==> src/sv/mlfs_pkg.sv <==
// Package with the item types, codes and sizes of the multilevel feedback scheduler.
package mlfs_pkg;

    localparam int SLOTS     = 16;
    localparam int SLOT_W    = $clog2(SLOTS);
    localparam int CNT_W     = $clog2(SLOTS + 1);
    localparam int NUM_Q     = 5;
    localparam int Q_W       = $clog2(NUM_Q);
    localparam int NUM_LVL   = 4;
    localparam int LVL_W     = 2;

    localparam logic [Q_W-1:0] BLOCKED_Q = Q_W'(4);

    localparam logic [19:0] QUANTUM_RESET = 20'd10000;

    localparam logic [1:0] CMD_ADMIT    = 2'd0;
    localparam logic [1:0] CMD_DISPATCH = 2'd1;
    localparam logic [1:0] CMD_REPORT   = 2'd2;

    localparam logic [1:0] OUT_RUNNING    = 2'd0;
    localparam logic [1:0] OUT_TERMINATED = 2'd1;
    localparam logic [1:0] OUT_BLOCKED    = 2'd2;

    localparam logic [1:0] ST_DONE       = 2'd0;
    localparam logic [1:0] ST_TABLE_FULL = 2'd1;
    localparam logic [1:0] ST_IDLE       = 2'd2;

    localparam logic [LVL_W-1:0] LVL_REAL_TIME = LVL_W'(0);
    localparam logic [LVL_W-1:0] LVL_USER      = LVL_W'(1);
    localparam logic [LVL_W-1:0] LVL_LAST      = LVL_W'(3);

    typedef struct packed {
        logic [1:0]  command;
        logic [21:0] task_id;
        logic        real_time;
        logic [3:0]  report_slot;
        logic [1:0]  outcome;
        logic [47:0] wake_time;
        logic [22:0] unused_slice;
        logic [47:0] now_time;
    } t_in_item;

    typedef struct packed {
        logic [1:0]  status;
        logic [3:0]  slot;
        logic [21:0] dispatched_id;
        logic [2:0]  from_queue;
        logic [22:0] time_slice;
    } t_out_item;

endpackage

==> src/sv/multilevel_feedback_scheduler.sv <==
// Multilevel feedback queue scheduler with slot table, blocked queue and four level queues.
//
// Usage: each input item carries one command (admit, dispatch or report) and
// produces exactly one result item. The input channel (i_in_valid, o_in_stall)
// feeds an input register; all table and queue work for that command is done
// combinationally between the input register and the result register, which
// drives the output channel (o_out_valid, i_out_stall). Results are registered,
// and one item is accepted per cycle as long as results are taken. When the
// receiver stalls, the result is held and the input register still takes one
// more item if it is empty; then o_in_stall rises. The base quantum register
// is written by i_cfg_we and i_cfg_wdata; the user must write it only while no
// item is in flight, which the block itself does not enforce. Synchronous
// reset empties all queues, frees all slots, drops any item in flight and sets
// the base quantum to 10000; no clearing pass is needed, so items are taken
// as soon as reset is released.
module multilevel_feedback_scheduler
    import mlfs_pkg::*;
(
    input  logic        i_clk,
    input  logic        i_rst_n,
    input  logic        i_in_valid,
    output logic        o_in_stall,
    input  t_in_item    i_in_item,
    output logic        o_out_valid,
    input  logic        i_out_stall,
    output t_out_item   o_out_item,
    input  logic        i_cfg_we,
    input  logic [19:0] i_cfg_wdata
);

    logic              r_in_valid;
    t_in_item          r_in;
    logic              r_out_valid;
    t_out_item         r_out;
    logic [19:0]       r_quantum;

    logic [SLOTS-1:0]  r_busy;
    logic [21:0]       r_task     [SLOTS];
    logic [LVL_W-1:0]  r_level    [SLOTS];
    logic [47:0]       r_wake     [SLOTS];
    logic [22:0]       r_leftover [SLOTS];

    logic [SLOT_W-1:0] r_fifo  [NUM_Q][SLOTS];
    logic [SLOT_W-1:0] r_head  [NUM_Q];
    logic [CNT_W-1:0]  r_count [NUM_Q];

    logic              adv;
    logic              in_take;
    t_out_item         n_out;

    logic [SLOT_W-1:0] front [NUM_Q];
    logic              free_found;
    logic [SLOT_W-1:0] free_slot;
    logic [SLOT_W-1:0] blk_slot;
    logic              blk_due;
    logic              lvl_found;
    logic [LVL_W-1:0]  lvl_sel;
    logic [SLOT_W-1:0] lvl_slot;
    logic [SLOT_W-1:0] rep_idx;
    logic              rep_ok;
    logic [LVL_W-1:0]  rep_lvl;
    logic [LVL_W-1:0]  next_lvl;

    logic              push_en;
    logic [Q_W-1:0]    push_q;
    logic [SLOT_W-1:0] push_slot;
    logic              pop_en;
    logic [Q_W-1:0]    pop_q;
    logic              set_busy;
    logic              clr_busy;
    logic              wr_level;
    logic [SLOT_W-1:0] lvl_idx;
    logic [LVL_W-1:0]  lvl_val;
    logic              wr_wake;

    function automatic logic [SLOT_W-1:0] wrap_idx(input logic [SLOT_W:0] v);
        logic [SLOT_W:0] w;
        w = (v >= (SLOT_W+1)'(SLOTS)) ? v - (SLOT_W+1)'(SLOTS) : v;
        return w[SLOT_W-1:0];
    endfunction

    assign adv         = r_in_valid && (!r_out_valid || !i_out_stall);
    assign o_in_stall  = r_in_valid && !adv;
    assign in_take     = i_in_valid && !o_in_stall;
    assign o_out_valid = r_out_valid;
    assign o_out_item  = r_out;

    always_comb begin
        for (int q = 0; q < NUM_Q; q++) begin
            front[q] = r_fifo[q][r_head[q]];
        end
    end

    always_comb begin
        free_found = 1'b0;
        free_slot  = '0;
        for (int i = SLOTS - 1; i >= 0; i--) begin
            if (!r_busy[i]) begin
                free_found = 1'b1;
                free_slot  = SLOT_W'(i);
            end
        end
        lvl_found = 1'b0;
        lvl_sel   = '0;
        for (int l = NUM_LVL - 1; l >= 0; l--) begin
            if (r_count[l] != '0) begin
                lvl_found = 1'b1;
                lvl_sel   = LVL_W'(l);
            end
        end
    end

    assign blk_slot = front[BLOCKED_Q];
    assign blk_due  = (r_count[BLOCKED_Q] != '0) && (r_in.now_time >= r_wake[blk_slot]);
    assign lvl_slot = front[Q_W'(lvl_sel)];
    assign rep_idx  = SLOT_W'(r_in.report_slot);
    assign rep_ok   = (32'(r_in.report_slot) < SLOTS) && r_busy[rep_idx];
    assign rep_lvl  = r_level[rep_idx];

    always_comb begin
        case (rep_lvl)
            LVL_REAL_TIME: next_lvl = LVL_REAL_TIME;
            LVL_LAST:      next_lvl = LVL_USER;
            default:       next_lvl = rep_lvl + LVL_W'(1);
        endcase
    end

    always_comb begin
        n_out     = '0;
        push_en   = 1'b0;
        push_q    = '0;
        push_slot = '0;
        pop_en    = 1'b0;
        pop_q     = '0;
        set_busy  = 1'b0;
        clr_busy  = 1'b0;
        wr_level  = 1'b0;
        lvl_idx   = free_slot;
        lvl_val   = r_in.real_time ? LVL_REAL_TIME : LVL_USER;
        wr_wake   = 1'b0;
        case (r_in.command)
            CMD_ADMIT: begin
                if (!free_found) begin
                    n_out.status = ST_TABLE_FULL;
                end else begin
                    set_busy   = 1'b1;
                    wr_level   = 1'b1;
                    push_en    = 1'b1;
                    push_q     = Q_W'(lvl_val);
                    push_slot  = free_slot;
                    n_out.slot = 4'(free_slot);
                end
            end
            CMD_DISPATCH: begin
                if (blk_due) begin
                    pop_en              = 1'b1;
                    pop_q               = BLOCKED_Q;
                    n_out.slot          = 4'(blk_slot);
                    n_out.dispatched_id = r_task[blk_slot];
                    n_out.from_queue    = 3'(BLOCKED_Q);
                    n_out.time_slice    = r_leftover[blk_slot];
                end else if (lvl_found) begin
                    pop_en              = 1'b1;
                    pop_q               = Q_W'(lvl_sel);
                    n_out.slot          = 4'(lvl_slot);
                    n_out.dispatched_id = r_task[lvl_slot];
                    n_out.from_queue    = 3'(lvl_sel);
                    n_out.time_slice    = 23'(r_quantum) << lvl_sel;
                end else begin
                    n_out.status = ST_IDLE;
                end
            end
            CMD_REPORT: begin
                if (rep_ok) begin
                    case (r_in.outcome)
                        OUT_TERMINATED: begin
                            clr_busy = 1'b1;
                        end
                        OUT_BLOCKED: begin
                            wr_wake   = 1'b1;
                            push_en   = 1'b1;
                            push_q    = BLOCKED_Q;
                            push_slot = rep_idx;
                        end
                        OUT_RUNNING: begin
                            wr_level  = 1'b1;
                            lvl_idx   = rep_idx;
                            lvl_val   = next_lvl;
                            push_en   = 1'b1;
                            push_q    = Q_W'(next_lvl);
                            push_slot = rep_idx;
                        end
                        default: begin
                        end
                    endcase
                end
            end
            default: begin
            end
        endcase
    end

    always_ff @(posedge i_clk) begin
        if (!i_rst_n) begin
            r_in_valid  <= 1'b0;
            r_out_valid <= 1'b0;
            r_quantum   <= QUANTUM_RESET;
            r_busy      <= '0;
            for (int q = 0; q < NUM_Q; q++) begin
                r_head[q]  <= '0;
                r_count[q] <= '0;
            end
        end else begin
            if (i_cfg_we) begin
                r_quantum <= i_cfg_wdata;
            end
            if (in_take) begin
                r_in_valid <= 1'b1;
            end else if (adv) begin
                r_in_valid <= 1'b0;
            end
            if (adv) begin
                r_out_valid <= 1'b1;
            end else if (!i_out_stall) begin
                r_out_valid <= 1'b0;
            end
            if (adv) begin
                if (set_busy) begin
                    r_busy[free_slot] <= 1'b1;
                end
                if (clr_busy) begin
                    r_busy[rep_idx] <= 1'b0;
                end
                if (push_en && (r_count[push_q] < CNT_W'(SLOTS))) begin
                    r_count[push_q] <= r_count[push_q] + CNT_W'(1);
                end
                if (pop_en) begin
                    r_head[pop_q]  <= wrap_idx({1'b0, r_head[pop_q]} + (SLOT_W+1)'(1));
                    r_count[pop_q] <= r_count[pop_q] - CNT_W'(1);
                end
            end
        end
    end

    always_ff @(posedge i_clk) begin
        if (in_take) begin
            r_in <= i_in_item;
        end
        if (adv) begin
            r_out <= n_out;
            if (set_busy) begin
                r_task[free_slot] <= r_in.task_id;
            end
            if (wr_level) begin
                r_level[lvl_idx] <= lvl_val;
            end
            if (wr_wake) begin
                r_wake[rep_idx]     <= r_in.wake_time;
                r_leftover[rep_idx] <= r_in.unused_slice;
            end
            if (push_en && (r_count[push_q] < CNT_W'(SLOTS))) begin
                r_fifo[push_q][wrap_idx({1'b0, r_head[push_q]}
                    + (SLOT_W+1)'(r_count[push_q]))] <= push_slot;
            end
        end
    end

endmodule

==> config.mk <==
export PLATFORM = sky130hd
export DESIGN_NAME = multilevel_feedback_scheduler
export DESIGN_NICKNAME = d
export VERILOG_FILES = /design/src/sv/mlfs_pkg.sv /design/src/sv/multilevel_feedback_scheduler.sv
export SDC_FILE = /design/constraint.sdc
export NUM_CORES = 2
export LEC_CHECK = 0
export ABC_AREA = 1
export BUFFER_PORTS_ARGS = -buffer_cell sky130_fd_sc_hd__buf_2
export CAP_MARGIN = 25
export CELL_PAD_IN_SITES_DETAIL_PLACEMENT = 0
export CELL_PAD_IN_SITES_GLOBAL_PLACEMENT = 1
export CORE_MARGIN = 2
export CORE_UTILIZATION = 35
export CTS_CLUSTER_DIAMETER = 120
export DETAILED_ROUTE_END_ITERATION = 6
export PLACE_DENSITY = 0.65
export SKIP_CTS_REPAIR_TIMING = 1
export SLEW_MARGIN = 20
export SYNTH_ARGS = -nofsm -noshare
export SYNTH_HDL_FRONTEND = slang
export SYNTH_SLANG_ARGS = --single-unit
==> constraint.sdc <==
create_clock -name i_clk -period 21.2 [get_ports i_clk]
set_clock_uncertainty 0.15 [all_clocks]
set_input_delay 4.24 -clock i_clk [delete_from_list [all_inputs] [get_ports i_clk]]
set_output_delay 4.24 -clock i_clk [all_outputs]
set_load 0.005 [all_outputs]
==> results.txt <==
Area contributors post-synth: edfxtp_1 (70%), o21ai_0 (4.4%), nor2_1 (3.7%)
Leakage: 35.38 nW
Antenna violations before repair: 9
DR iter-0 viols: 6,313
DRC: 0
HPWL Detailed: 153,600 um
Sequential power share: 49.3%
Int Power: 0.007278 W
Largest net degree at the start of global routing: 174
Routed WL: 277,300 um
Vias in the first global route: 58,350
Max Cap Violations: 0
CTS buffer count: 229
Total track usage: 20.54%
Bufs on Longest Clock Path: 3
Tcrit/Tclk final: 51.51%
Total die area: 262,300 um^2
Clock share of power: 41.6%
Ys flop type: edfxtp_1
WL/cell: 25.09 um
Rows: 186
Final instance area: 103,100 um^2
Async set-or-reset flop fraction in the synthesized netlist: 0%
Worst relative slew slack: 25.83%
GP Congestion: 0.8857
Critical R2R Launch: r_head[4][0]
Highest-delay cell along the critical path: buf_4
Max-slew violation count: 0
EDFF count, synth: 2,116
Worst vdd ir: 110.9 uV
Yosys reg bits: 2,158
Die Y: 512.1 um
CTS Sinks: 2,158
Sw frac: 25.17%
Element type at the critical path end: flop
Power density cells: 94.37 nW/um^2
Register area share after synthesis: 71.25%
Synth-to-layout area growth: 14.06%
Vias after detailed routing: 60,380
Final Hold Viols: 0
Final min period: 10.92 ns
Hold path start: r_quantum[18]
Max Freq: 91.58 MHz
Critical path data arrival time: 11.32 ns
CTS tree: built
Layout cells sized above 1: 10.67%
Worst path most repeated cell: nand2_1
Total of warnings raised by yosys: 0
First-pass GRT wire length: 400,700 um
Placed cell area: 95,310 um^2
PortBufs: 230
Critical path required time: 21.60 ns
Post-layout nets: 7,700
Yosys top cell by area: edfxtp_1
Clock transition at path regs: 0.06 ns
Syn avg cell area: 12.32 um^2
CORE AREA: 256,700 um^2
Post-layout power: 0.009727 W
Max incr delay on CP: 0.87 ns
Synthesized instance count: 7,336
Starting Density: 35.20%
Num ports: 231
Vias per cell: 5.461
Setup TNS: 0 ns
Die span in x: 512.1 um
Grt ovf: 0
Clock root buffer: clkbuf_16
Cell variety after synth: 54
Worst min path class: reg -> reg
Crit path max fanout: 173
Status: complete, no violations
Yosys top cell area share: 70.31%
Worst-margin pin slew: 1.113 ns
Gate power share: 9.1%
Post-DRT Antenna Nets: 0
DR pass1 iterations: 6
Worst setup path start: r_head[4][0]
Setup violations, final: 0
Netlist Area Pre-Place: 90,370 um^2
Sw Pwr: 0.002448 W
Clock latency on the worst-skew pair: 0.92 ns
H-tree lvl count: 4
RSZ-0062 raised after global routing: false
WS Path Type: reg -> reg
Critical Path Source Type: flop
## placed cells by master, fill, tap and decap left out, types with 10 or more instances in the layout
cell        instances
o21ai_1            10
o32ai_1            55
buf_2             230
clkinv_1           60
buf_4             110
nand4_1            34
a21oi_1           175
o22ai_1           170
nand2_1           827
clkinvlp_4         10
clkbuf_16         229
conb_1             27
inv_1             389
bufinv_16          23
edfxtp_1         2116
mux2_2             21
clkinv_16          13
nor2_4             26
clkbuf_1           44
nor2_1            875
nor3_1             98
or2_2              12
o211ai_1          196
dfxtp_1            42
o221ai_1          149
o21ai_0           796
mux2i_1           159
clkinv_2           40
nand3_2            12
ha_1               56
nand3_1           516
## worst max-delay path, delay by kind of cell (launching register included)
| kind | cells | cell delay [ns] |
|---|---|---|
| flip-flops | 1 | 0.32 |
| AO/OA/AOI/OAI | 6 | 1.11 |
| buffers and inverters | 10 | 4.78 |
| XOR/XNOR | 1 | 0.57 |
| AND/OR/NAND/NOR | 14 | 2.50 |
| adder cells (fa/ha/maj) | 2 | 0.52 |
| multiplexers | 1 | 0.15 |
## per-stage QoR
| stage | hold WS, ns | instances | worst slack (ns) | util (%) |
|---|---|---|---|---|
| 3_3_place_gp | 0.3201 | 10610 | 10.53 | 37.10 |
| 6_report | 0.3250 | 11060 | 10.28 | 40.15 |
| 5_1_grt | 0.3607 | 11050 | 9.533 | 40.15 |
| 4_1_cts | 0.3315 | 11050 | 10.37 | 40.12 |
| 3_5_place_dp | 0.3206 | 10620 | 10.44 | 37.13 |
| 2_1_floorplan | 0.2902 | 7362 | 8.508 | - |
## Yosys cell counts (2+ instances only)
master / number
o31ai_1: 9
a21oi_1: 175
buf_1: 28
o32ai_1: 55
inv_1: 391
o21bai_1: 6
nand2_1: 834
dfxtp_1: 42
o211ai_1: 196
or2_2: 12
nor2_1: 901
nand3_2: 11
nand2_2: 6
xnor2_1: 3
mux2_2: 21
a22oi_1: 3
nor3_1: 106
edfxtp_1: 2116
nor2_2: 7
o221a_2: 8
a31oi_1: 2
nand3_1: 517
nor4_1: 3
clkinv_1: 10
o221ai_1: 149
a21o_1: 3
inv_2: 10
a211oi_1: 3
nand4_1: 34
mux2i_1: 159
ha_1: 56
buf_2: 103
clkbuf_1: 344
o21ai_0: 802
a32o_1: 8
o22ai_1: 170
o311ai_0: 9
o21ai_1: 8
## flip-flops by register name, indices dropped and copies added, names as in the netlist, named ones only
| register | count |
|---|---|
| o_out_item | 54 |
| r_wake | 768 |
| r_busy | 16 |
| r_in_valid | 1 |
| rep_idx | 4 |
| r_quantum | 20 |
| r_level | 32 |
| r_head | 32 |
| r_task | 352 |
| r_fifo | 320 |
| r_leftover | 368 |
| o_out_valid | 1 |
| r_in | 146 |
| r_count | 40 |
## cell type report
type | count | area (um^2)
Sequential cell | 2158 | 64380
Inverter | 411 | 1583
Fill cell | 23940 | 153600
Timing Repair Buffer | 352 | 2247
Clock buffer | 279 | 5978
Multi-Input combinational cell | 4316 | 22940
Tap cell | 3384 | 4234
Antenna cell | 2 | 5.005
Clock inverter | 153 | 1700
## worst paths after layout
path / slack, ns / cells past startpoint / end
setup / recovery: 10.28 / 34 / r_head[6][2]
hold / removal: 0.33 / 2 / r_quantum[18]
setup reg to reg: 10.28 / 34 / r_head[6][2]
hold reg to reg: 0.33 / 2 / r_quantum[18]
## power by group through the flow
stage	clock, W	sequential (W)	combinational (W)
finish	0.00404	0.00480	0.000884
global route	0.00428	0.00480	0.000968
CTS	0.00411	0.00480	0.000881
detailed placement	0	0.00489	0.000878
global placement	0	0.00489	0.000871
floorplan	0	0.00485	0.000561
## layer usage
layer	up-vias	global-route usage, %	part of all wire (%)
li1	27280	-	-
met1	30260	27.81	42
met2	2380	33.52	47
met3	456	2.761	6.5
met4	2	7.860	3.9
met5	-	0	0.0043
## kinds of logic after synthesis
logic type	count (synthesis)	synth area share [%]
xor gates and xnor gates	3	0.02908
and+or+nand+nor	2438	11.28
other	1	0.004150
DFF	2158	71.25
buffers and inverters	888	3.844
AOI/OAI and AO/OA	1611	10.78
muxes	180	2.023
adders and majority gates	57	0.7975
(Power assumes the default switching activity.)
